===== config.mk =====
export PLATFORM = sky130hd
export DESIGN_NAME = group_cutting_queue_core
export DESIGN_NICKNAME = d
export VERILOG_FILES = /design/src/gcq_pkg.sv /design/src/group_cutting_queue_core.sv /design/src/gcq_cell.sv /design/src/gcq_group_table.sv
export SDC_FILE = /design/constraint.sdc
export NUM_CORES = 2
export LEC_CHECK = 0
export BUFFER_PORTS_ARGS = -buffer_cell sky130_fd_sc_hd__buf_4
export CAP_MARGIN = 10
export CORE_MARGIN = 2
export CORE_UTILIZATION = 55
export CTS_CLUSTER_DIAMETER = 150
export DETAILED_ROUTE_END_ITERATION = 8
export PLACE_DENSITY = 0.74
export SYNTH_ARGS = -nofsm -noshare
export SYNTH_HDL_FRONTEND = slang
export SYNTH_SLANG_ARGS = --single-unit

===== constraint.sdc =====
create_clock -name clock -period 7.1 [get_ports clock]
set_clock_uncertainty 0.1 [all_clocks]
set_input_delay 0.355 -clock clock [delete_from_list [all_inputs] [get_ports clock]]
set_output_delay 0.355 -clock clock [all_outputs]
set_load 0.01 [all_outputs]

===== src/gcq_pkg.sv =====
// Package for the group cutting queue: transaction structs, cell types,
// command and status codes. No dependencies.
package gcq_pkg;

   localparam int PERSON_W     = 8;
   localparam int GROUP_W      = 5;
   localparam int CMD_W        = 2;
   localparam int STATUS_W     = 2;
   localparam int PERSON_COUNT = 1 << PERSON_W;

   localparam logic [GROUP_W-1:0] NO_GROUP   = 5'd31;
   localparam logic [GROUP_W-1:0] MAX_GROUPS = 5'd26;

   localparam logic [CMD_W-1:0] CMD_ASSIGN  = 2'd0;
   localparam logic [CMD_W-1:0] CMD_ENQUEUE = 2'd1;
   localparam logic [CMD_W-1:0] CMD_DEQUEUE = 2'd2;

   localparam logic [STATUS_W-1:0] ST_OK    = 2'd0;
   localparam logic [STATUS_W-1:0] ST_DEQ   = 2'd1;
   localparam logic [STATUS_W-1:0] ST_EMPTY = 2'd2;
   localparam logic [STATUS_W-1:0] ST_FULL  = 2'd3;

   typedef struct packed {
      logic [CMD_W-1:0]    command;
      logic [PERSON_W-1:0] person;
      logic [GROUP_W-1:0]  group_id;
   } req_type;

   typedef struct packed {
      logic [STATUS_W-1:0] status;
      logic [PERSON_W-1:0] out_person;
   } rsp_type;

   typedef struct packed {
      logic                valid;
      logic [PERSON_W-1:0] person;
      logic [GROUP_W-1:0]  group;
   } cell_data_type;

   typedef struct packed {
      logic ins;
      logic deq;
   } cell_ctl_type;

endpackage


===== src/group_cutting_queue_core.sv =====
// Group cutting queue, top level: request register, control, group table
// and a chain of gcq_cell slots. Uses gcq_pkg, gcq_cell, gcq_group_table.
//
// Usage: each request transaction on req_ (valid/ready) carries a command:
// assign a person to a group, enqueue a person, or dequeue the head. Every
// request gives exactly one response transaction on rsp_ with a status and,
// for a dequeue, the person removed from the head.
// An enqueued person with a group is placed directly in front of the
// earliest queued member of that group, otherwise at the tail. An enqueue
// into a full queue is dropped with status full.
// The request is registered and the group table is read at the accepting
// edge; the slots and the response register update when the response
// register is free. req_ready is high while the control is idle, also
// while an earlier response still waits; no request is taken in execution.
// When rsp_ready stays low, the finished response holds in its output
// register and the next request waits in the update cycle until the
// register frees up.
// Reset empties the queue and clears every person's group; the block is
// ready right after.
module group_cutting_queue_core #(
   parameter int QUEUE_DEPTH = 32
) (
   input  logic             clock,
   input  logic             reset,
   input  logic             req_valid,
   output logic             req_ready,
   input  gcq_pkg::req_type req_payload,
   output logic             rsp_valid,
   input  logic             rsp_ready,
   output gcq_pkg::rsp_type rsp_payload
);
   import gcq_pkg::*;

   typedef enum logic [1:0] {
      STATE_IDLE = 2'b01,
      STATE_EXEC = 2'b10
   } state_type;

   state_type     state_ff, state_in;
   req_type       req_ff, req_in;
   rsp_type       rsp_ff, rsp_in;
   logic          rsp_valid_ff, rsp_valid_in;

   logic               accept;
   logic               done;
   logic               full;
   logic               empty;
   logic [GROUP_W-1:0] lookup_group;
   logic               tbl_wr_en;
   cell_ctl_type       ctl;
   cell_data_type      new_data;
   cell_data_type      cell_q [QUEUE_DEPTH];
   logic [QUEUE_DEPTH:0] chain;

   assign req_ready   = (state_ff == STATE_IDLE);
   assign accept      = req_valid && req_ready;
   assign rsp_valid   = rsp_valid_ff;
   assign rsp_payload = rsp_ff;

   assign done  = (state_ff == STATE_EXEC) && (!rsp_valid_ff || rsp_ready);
   assign full  = cell_q[QUEUE_DEPTH-1].valid;
   assign empty = !cell_q[0].valid;

   assign ctl.ins = done && req_ff.command == CMD_ENQUEUE && !full;
   assign ctl.deq = done && req_ff.command == CMD_DEQUEUE && !empty;
   assign tbl_wr_en = done && req_ff.command == CMD_ASSIGN &&
                      lookup_group == NO_GROUP && req_ff.group_id < MAX_GROUPS;

   assign new_data.valid  = 1'b1;
   assign new_data.person = req_ff.person;
   assign new_data.group  = lookup_group;

   gcq_group_table u_group_table (
      .clock    (clock),
      .reset    (reset),
      .rd_en    (accept),
      .rd_addr  (req_payload.person),
      .rd_group (lookup_group),
      .wr_en    (tbl_wr_en),
      .wr_addr  (req_ff.person),
      .wr_data  (req_ff.group_id)
   );

   assign chain[0] = 1'b0;

   for (genvar i = 0; i < QUEUE_DEPTH; i++) begin : g_cell
      cell_data_type left_data;
      cell_data_type right_data;

      if (i == 0) begin : g_head
         assign left_data = '0;
      end else begin : g_body
         assign left_data = cell_q[i-1];
      end

      if (i == QUEUE_DEPTH - 1) begin : g_tail
         assign right_data = '0;
      end else begin : g_inner
         assign right_data = cell_q[i+1];
      end

      gcq_cell u_cell (
         .clock      (clock),
         .reset      (reset),
         .ctl        (ctl),
         .new_data   (new_data),
         .left_data  (left_data),
         .right_data (right_data),
         .chain_in   (chain[i]),
         .chain_out  (chain[i+1]),
         .data       (cell_q[i])
      );
   end

   always_comb begin
      state_in     = state_ff;
      req_in       = req_ff;
      rsp_in       = rsp_ff;
      rsp_valid_in = rsp_valid_ff;

      if (rsp_ready) begin
         rsp_valid_in = 1'b0;
      end

      case (state_ff)
         STATE_IDLE: begin
            if (accept) begin
               req_in   = req_payload;
               state_in = STATE_EXEC;
            end
         end
         STATE_EXEC: begin
            if (done) begin
               rsp_in.status     = ST_OK;
               rsp_in.out_person = '0;
               case (req_ff.command)
                  CMD_ENQUEUE: begin
                     if (full) begin
                        rsp_in.status = ST_FULL;
                     end
                  end
                  CMD_DEQUEUE: begin
                     if (empty) begin
                        rsp_in.status = ST_EMPTY;
                     end else begin
                        rsp_in.status     = ST_DEQ;
                        rsp_in.out_person = cell_q[0].person;
                     end
                  end
                  default: begin
                     rsp_in.status = ST_OK;
                  end
               endcase
               rsp_valid_in = 1'b1;
               state_in     = STATE_IDLE;
            end
         end
         default: begin
            state_in = STATE_IDLE;
         end
      endcase
   end

   always_ff @(posedge clock) begin
      if (reset) begin
         state_ff     <= STATE_IDLE;
         rsp_valid_ff <= 1'b0;
      end else begin
         state_ff     <= state_in;
         rsp_valid_ff <= rsp_valid_in;
      end
   end

   always_ff @(posedge clock) begin
      req_ff <= req_in;
      rsp_ff <= rsp_in;
   end

endmodule


===== src/gcq_cell.sv =====
// One queue slot of the group cutting queue: holds a person and its group,
// takes data from either neighbor on insert or dequeue. Uses gcq_pkg.
module gcq_cell (
   input  logic                  clock,
   input  logic                  reset,
   input  gcq_pkg::cell_ctl_type ctl,
   input  gcq_pkg::cell_data_type new_data,
   input  gcq_pkg::cell_data_type left_data,
   input  gcq_pkg::cell_data_type right_data,
   input  logic                  chain_in,
   output logic                  chain_out,
   output gcq_pkg::cell_data_type data
);
   import gcq_pkg::*;

   cell_data_type data_ff;
   cell_data_type data_in;
   logic          stop;

   // Insert point: first free slot or first slot of the same group.
   assign stop = !data_ff.valid ||
                 (data_ff.group == new_data.group && new_data.group != NO_GROUP);
   assign chain_out = chain_in | stop;
   assign data = data_ff;

   always_comb begin
      data_in = data_ff;
      if (ctl.ins) begin
         if (chain_in) begin
            data_in = left_data;
         end else if (stop) begin
            data_in = new_data;
         end
      end else if (ctl.deq) begin
         data_in = right_data;
      end
   end

   always_ff @(posedge clock) begin
      if (reset) begin
         data_ff.valid <= 1'b0;
      end else begin
         data_ff.valid <= data_in.valid;
      end
      data_ff.person <= data_in.person;
      data_ff.group  <= data_in.group;
   end

endmodule


===== src/gcq_group_table.sv =====
// Person-to-group table: a memory with one valid bit per person; an entry
// never written reads as no group. Uses gcq_pkg.
module gcq_group_table (
   input  logic                         clock,
   input  logic                         reset,
   input  logic                         rd_en,
   input  logic [gcq_pkg::PERSON_W-1:0] rd_addr,
   output logic [gcq_pkg::GROUP_W-1:0]  rd_group,
   input  logic                         wr_en,
   input  logic [gcq_pkg::PERSON_W-1:0] wr_addr,
   input  logic [gcq_pkg::GROUP_W-1:0]  wr_data
);
   import gcq_pkg::*;

   logic [GROUP_W-1:0]      group_mem [PERSON_COUNT];
   logic [PERSON_COUNT-1:0] valid_ff;
   logic [PERSON_COUNT-1:0] valid_in;
   logic [GROUP_W-1:0]      rd_data_ff;
   logic                    rd_valid_ff;

   always_comb begin
      valid_in = valid_ff;
      if (wr_en) begin
         valid_in[wr_addr] = 1'b1;
      end
   end

   always_ff @(posedge clock) begin
      if (reset) begin
         valid_ff    <= '0;
         rd_valid_ff <= 1'b0;
      end else begin
         valid_ff <= valid_in;
         if (rd_en) begin
            rd_valid_ff <= valid_ff[rd_addr];
         end
      end
   end

   always_ff @(posedge clock) begin
      if (wr_en) begin
         group_mem[wr_addr] <= wr_data;
      end
      if (rd_en) begin
         rd_data_ff <= group_mem[rd_addr];
      end
   end

   assign rd_group = rd_valid_ff ? rd_data_ff : NO_GROUP;

endmodule

## Word level (Yosys, flattened, before mapping)

Memories as Yosys holds them, arrays and structs flattened. A register that Yosys moved wholly into a read port is not among the register bits.
Index checks and enable logic that the tools add are counted.
Widths: inputs -> output; s select.

| word-level totals | value |
|---|---|
| register bits after elaboration | 733 |
| input port bits | 19 |
| memories | 1 |
| RAM bits | 1280 |
| output and inout bits | 12 |
| word-level logic and storage cells | 502 |

Memory list:

| name | words | bits a word | rd ports | clocked after Yosys merged registers in | write ports | line | source |
|---|---|---|---|---|---|---|---|
| u_group_table.group_mem | 256 | 5 | 1 | 1 | 1 | gcq_group_table.sv:15 | `logic [GROUP_W-1:0] group_mem [PERSON_COUNT];` |

| operators by class | value |
|---|---|
| order comparisons | 4 |
| bitwise operators | 31 |
| reductions and logical operators | 146 |
| equal/unequal tests | 72 |
| muxes and demuxes | 143 |

Operators by type and width:

| kind | number |
|---|---|
| $mux 14 | 127 |
| $or 256x256->256 | 1 |
| $eq 5x5->1 | 32 |
| $ne 3x1->1 const B | 31 |
| $reduce_and 2->1 | 36 |
| $logic_and 1x1->1 | 42 |
| $logic_not 1->1 | 33 |
| $logic_or 1x1->1 | 33 |
| $or 1x1->1 | 30 |
| $lt 8x9->1 const B | 2 |
| $bmux 1 s8 | 1 |
| $demux 1 s8 | 1 |
| $ge 8x1->1 const B | 1 |
| $mux 2 | 4 |
| $pmux 2 s2 | 2 |
| $mux 1 | 7 |
| $eq 5x5->1 const B | 1 |
| $lt 5x5->1 const B | 1 |
| $mux 5 | 1 |
| $ne 5x5->1 const B | 1 |
| $eq 2x1->1 const B | 2 |
| $eq 2x2->1 const B | 2 |
| $ne 2x1->1 const B | 2 |
| $logic_not 2->1 | 1 |
| 2 further kinds | 2 |

## Depth between registers and ports, before layout

| depth | value |
|---|---|
| word-level depth | 36 |
| mapped depth | 14 |
| depth with buffers taken out | 9 |

## Cells and area by module

Synthesis repeated with hierarchy kept, for this count alone.

| unflattened totals | value |
|---|---|
| cell total of the unflattened synthesis | 5875 |
| area, all modules | 86369.1 sq um |

Modules (own cells, without submodules):

| module | sequential area each (sq um) | area each (sq um) | cells an instance | times used |
|---|---|---|---|---|
| gcq_group_table | 43731.9 | 59241.8 | 3315 | 1 |
| gcq_cell | 410.4 | 814.5 | 78 | 32 |
| group_cutting_queue_core | 810.8 | 1062.3 | 64 | 1 |

## Worst setup path after synthesis

Ideal clock, no wire load.

| path | value |
|---|---|
| path kind | reg2reg |
| start point | register req_ff[1] (netlist name) |
| end point | memory u_group_table.group_mem[240][0] (enable) |
| setup time | 276 ps |
| path buffers | 1 |
| cell stages (with the launch flop) | 8 |
| arrival time | 4691 ps |
| required time | 6724 ps |
| clock period less this slack | 5066 ps |
| slack | 2034 ps |
| path through | edfxtp_1 > o211ai_1 > nand2_1 > nor3_1 > and3_1 > nand3_1 > clkbuf_1 > nor2_1 |

| between the ends | value |
|---|---|
| longest elaborated chain between the ends | 4 |

RTL lines:

| item | line | source |
|---|---|---|
| start: declaration | group_cutting_queue_core.sv:40 | `req_type req_ff, req_in;` |
| start signal: assignment | group_cutting_queue_core.sv:175 | `req_ff <= req_in;` |
| $lt 5x5->1 | group_cutting_queue_core.sv:67 | `lookup_group == NO_GROUP && req_ff.group_id < MAX_GROUPS;` |
| $logic_and 1x1->1 | group_cutting_queue_core.sv:67 |  |
| $mux 1 | gcq_group_table.sv:41 | `if (wr_en) begin` |
| $mux 1 (not written as such) | gcq_group_table.sv:42 | `group_mem[wr_addr] <= wr_data;` |
| end: declaration | gcq_group_table.sv:15 |  |

Every way passes these cells.

## Final worst setup path

| path | value |
|---|---|
| start point | register u_group_table.rd_valid_ff |
| end point | register g_cell[29].u_cell.data_ff, in the netlist g_cell[29].u_cell.data[1] (enable) |

| between the ends | value |
|---|---|
| longest elaborated chain between the ends | 34 |
| elaborated cells on any way between the ends | 122 |
| those cells by class | 32 x eq/ne; 1 x mux; 28 x bitwise; 61 x reduce/logical |

RTL lines:

| item | line | source |
|---|---|---|
| start: declaration | gcq_group_table.sv:19 | `logic rd_valid_ff;` |
| start signal: assignment | gcq_group_table.sv:35 | `rd_valid_ff <= valid_ff[rd_addr];` |
| $mux 5 (*) | gcq_group_table.sv:49 | `assign rd_group = rd_valid_ff ? rd_data_ff : NO_GROUP;` |
| $eq 5x5->1 / $ne 5x5->1 (equally long branches) | gcq_cell.sv:22 | `(data_ff.group == new_data.group && new_data.group != NO_GROUP);` |
| $logic_and 1x1->1 | gcq_cell.sv:22 |  |
| $logic_or 1x1->1 | gcq_cell.sv:21 | `assign stop = !data_ff.valid \|\|` |
| $or 1x1->1 (28 in a row) | gcq_cell.sv:23 | `assign chain_out = chain_in \| stop;` |
| $ne 3x1->1 (no line) (*) | n/a |  |
| $reduce_and 2->1 (no line) (*) | n/a |  |
| end: declaration | gcq_cell.sv:16 | `cell_data_type data_ff;` |

Every way passes the cells marked *; elsewhere a longest branch is shown, timed or not.
A chain may end at the register's enable or synchronous reset.

==> flow_metrics.tcl <==
set metrics [dict create \
    rsz0062_at_grt "false" \
    stdcell_area_um2 94900 \
    avgRoutedWirePerCell_um 27.3 \
    drc 0 \
    nNetsFinal 5643 \
    ios 31 \
    regToRegEndpoint "g_cell[29].u_cell.data[1]$_DFFE_PP_" \
    path_max_fanout 33 \
    syn_area_um2 86100 \
    hold_viol 0 \
    min-delay-start "req_payload[7]" \
    grt_pass1_wl_um 321000 \
    grtUsageTotal_pct 26.9 \
    finalSetupViolCount 0 \
    drt_wl_total_um 214000 \
    finalCritPeriodShare_pct 82.2 \
    fill_cells 11100 \
    die-width_um 400 \
    drt-initial-drc-count 6018 \
    final_core_util_pct 60.9 \
    worstSetupPathType "reg2reg" \
    holdPathEnd "new_data[7]$_DFFE_PP_" \
    ys.flop_type "edfxtp_1" \
    synth_cell_types 72 \
    clock-root-buffer "clkbuf_16" \
    setup.worst_path.start_class "register" \
    clockBufferDepth 3 \
    dp_slack_ns 1.42 \
    synthesis.nets 5714 \
    rr_worst_depth 8 \
    syn2layout_area_growth_pct 10.3 \
    synthCells 5692 \
    yosysWarnings 0 \
    hold_class "in2reg" \
    regArea_um2 57700 \
    grt_max_degree 195 \
    r2r_slack_ns 1.26 \
    cp-end-kind "register" \
    crit_required_ns 7.52 \
    place_inst 7463 \
    postSynthAreaPerCell_um2 15.1 \
    hpwl_um 130000 \
    die_h_um 400 \
    max_freq_mhz 171 \
    antenna_found_initial 5 \
    p_leak_nw 31.9 \
    worst-slew-pin-transition_ns 1.23 \
    p_per_area_nw_per_um2 260 \
    synth_enable_flop_cells 1726 \
    start_util_pct 55.2 \
    cts_tree "done" \
    ys_seq_elements 2018 \
    report.final.slew_viol_count 0 \
    vdd_drop_max_mv 0.311 \
    clk_pin_slew_worst_paths_ns 0.07 \
    place_area_um2 88100 \
    gp_congestion 0.877 \
    worstSkewPairLatency_ns 0.85 \
    overflow 0 \
    vias 50500 \
    die-area_um2 160000 \
    portBuffers 30 \
    r2r_start "u_group_table.rd_valid_ff$_SDFFE_PP0P_" \
    num_rows 145 \
    numCtsBuffers 193 \
    firstDrtPassIters 6 \
    htree_levels 4 \
    arrival_ns 6.26 \
    cts_sinks 2018 \
    via_per_inst 6.44 \
    drive_gt1_share_pct 17.0 \
    multiInputGateArea_um2 26500 \
    async_reset_ff_share_pct 0 \
    worstSetupStartpoint "u_group_table.rd_valid_ff$_SDFFE_PP0P_" \
    slew_headroom_pct 17.5 \
    drv_cap 0 \
    status "finished, final reports clean" \
    holdPathStages 1 \
    finalCriticalPeriod_ns 5.84 \
    ys_seq_area_share_pct 67.0 \
    ant_nets 0 \
    core_um2 156000 \
    post_cts_buffers 0 \
    worst_slack_ns 1.26 \
    grt_pass1_vias 50900 \
    tns_ns 0 \
    finalNonFillerCells 7845 \
]
[cells in the mapped netlist, drive strengths merged, types with 15 or more instances]
library cell,instances,share of area (%)
a22oi,15,0.13
o21ai,281,1.6
nand2b,21,0.15
xnor2,74,0.75
mux2i,298,3.5
nor3,20,0.12
nand3,100,0.61
mux4,498,13
a311oi,31,0.32
nor2,782,3.4
and3,23,0.17
nand4,19,0.20
a31oi,26,0.19
edfxtp,1726,60
inv,19,0.083
nor2b,16,0.12
a21oi,200,1.2
buf,140,0.90
o211ai,129,1.1
clkbuf,291,1.3
nand2,498,2.2
xor2,60,0.61
dfxtp,292,6.8
[critical path: stages (launching register included)]
cell	delay, ns
dfxtp_1	0.99
inv_2	0.31
and3_1	0.24
a311oi_1	0.29
o32a_1	0.92
and4_1	0.86
nand3_2	0.71
or2_1	0.63
o21a_1	0.45
[report_power, final]
group          internal, mW  switching, mW  total [mW]
Combinational         0.402          0.735        1.14
Clock                  6.14           4.52        10.7
Sequential             12.9         0.0352        12.9
[cells in the final DEF (no fill, tap or decap), types with 26 or more instances in the layout]
cell	synthesis	routed
o21ai_0	253	252
clkbuf_16	0	196
nand2_1	498	495
clkinv_1	0	32
o211ai_1	129	129
edfxtp_1	1726	1726
buf_4	26	133
o21ai_1	27	28
xnor2_1	74	74
mux4_2	498	498
a21oi_1	200	200
nand3_1	96	96
a311oi_1	31	31
clkinv_2	0	26
xor2_1	60	60
mux2i_1	298	298
nor2_1	781	779
clkbuf_1	291	42
dfxtp_1	292	292
[worst max-delay path by stage]
stage	to	slack, ns	cells past startpoint
3_5_place_dp	g_cell[7].u_cell.data[7]$_DFFE_PP_	1.42	7
6_report	g_cell[29].u_cell.data[1]$_DFFE_PP_	1.26	8
2_1_floorplan	u_group_table.group_mem[240][0]$_DFFE_PP_	2.03	7
4_1_cts	g_cell[7].u_cell.data[3]$_DFFE_PP_	1.34	7
5_1_grt	g_cell[29].u_cell.data[3]$_DFFE_PP_	0.99	8
3_3_place_gp	g_cell[29].u_cell.data[1]$_DFFE_PP_	1.46	8
[through the flow]
step	hold WS [ns]	power, mW
final	0.0288	24.7
after global routing	0.0559	25.3
after CTS	0.00207	24.8
after detailed placement	0.349	14.3
after global placement	0.342	14.2
after floorplan	0.331	13.9
[routing by layer]
metal	track usage, %	up-vias	share of wire [%]	wire [um]
met2	45.2	2575	50	107000
met1	35.0	25700	37	80100
met3	4.83	520	8.3	17800
met4	10.6	2	4.3	9180
met5	0	-	0.0033	7
li1	-	21700	-	-
[flip-flops by register name, summed over array words and instances, names as in the netlist]
| name | cells |
|---|---|
| rsp_payload | 10 |
| rsp_valid | 1 |
| g_cell.u_cell.data | 448 |
| new_data | 8 |
| state_ff | 2 |
| req_ff | 7 |
| u_group_table.rd_data_ff | 5 |
| u_group_table.valid_ff | 256 |
| u_group_table.group_mem | 1280 |
| u_group_table.rd_valid_ff | 1 |
[cell type report]
type	count	share of cell area, %
antenna	3	0.00791
clock buffer	253	5.52
clock inverter	105	1.45
inverter	19	0.0752
multi-input combinational	3224	27.9
sequential	2018	60.8
tap	2058	2.71
timing repair buffer	165	1.52
[logic make-up (layout without fill, tap and decap cells)]
| family | Yosys count | after routing | synth area share [%] |
|---|---|---|---|
| flip-flops | 2018 | 2018 | 67.0 |
| multiplexers | 796 | 796 | 16.5 |
| adder cells (fa/ha/maj) | 3 | 3 | 0.0436 |
| AO/OA/AOI/OAI | 767 | 767 | 5.44 |
| other | 0 | 3 | 0 |
| AND/OR/NAND/NOR | 1524 | 1524 | 7.39 |
| XOR/XNOR | 134 | 134 | 1.36 |
| buffers and inverters | 450 | 542 | 2.25 |
[repair_timing]
action / 4_1_cts / 5_1_grt
resized for setup: 0 / 0
hold buffers: 12 / 1
endpoints found under the hold margin: 49 / 1
No activity file was read; power rests on OpenSTA's default activity.
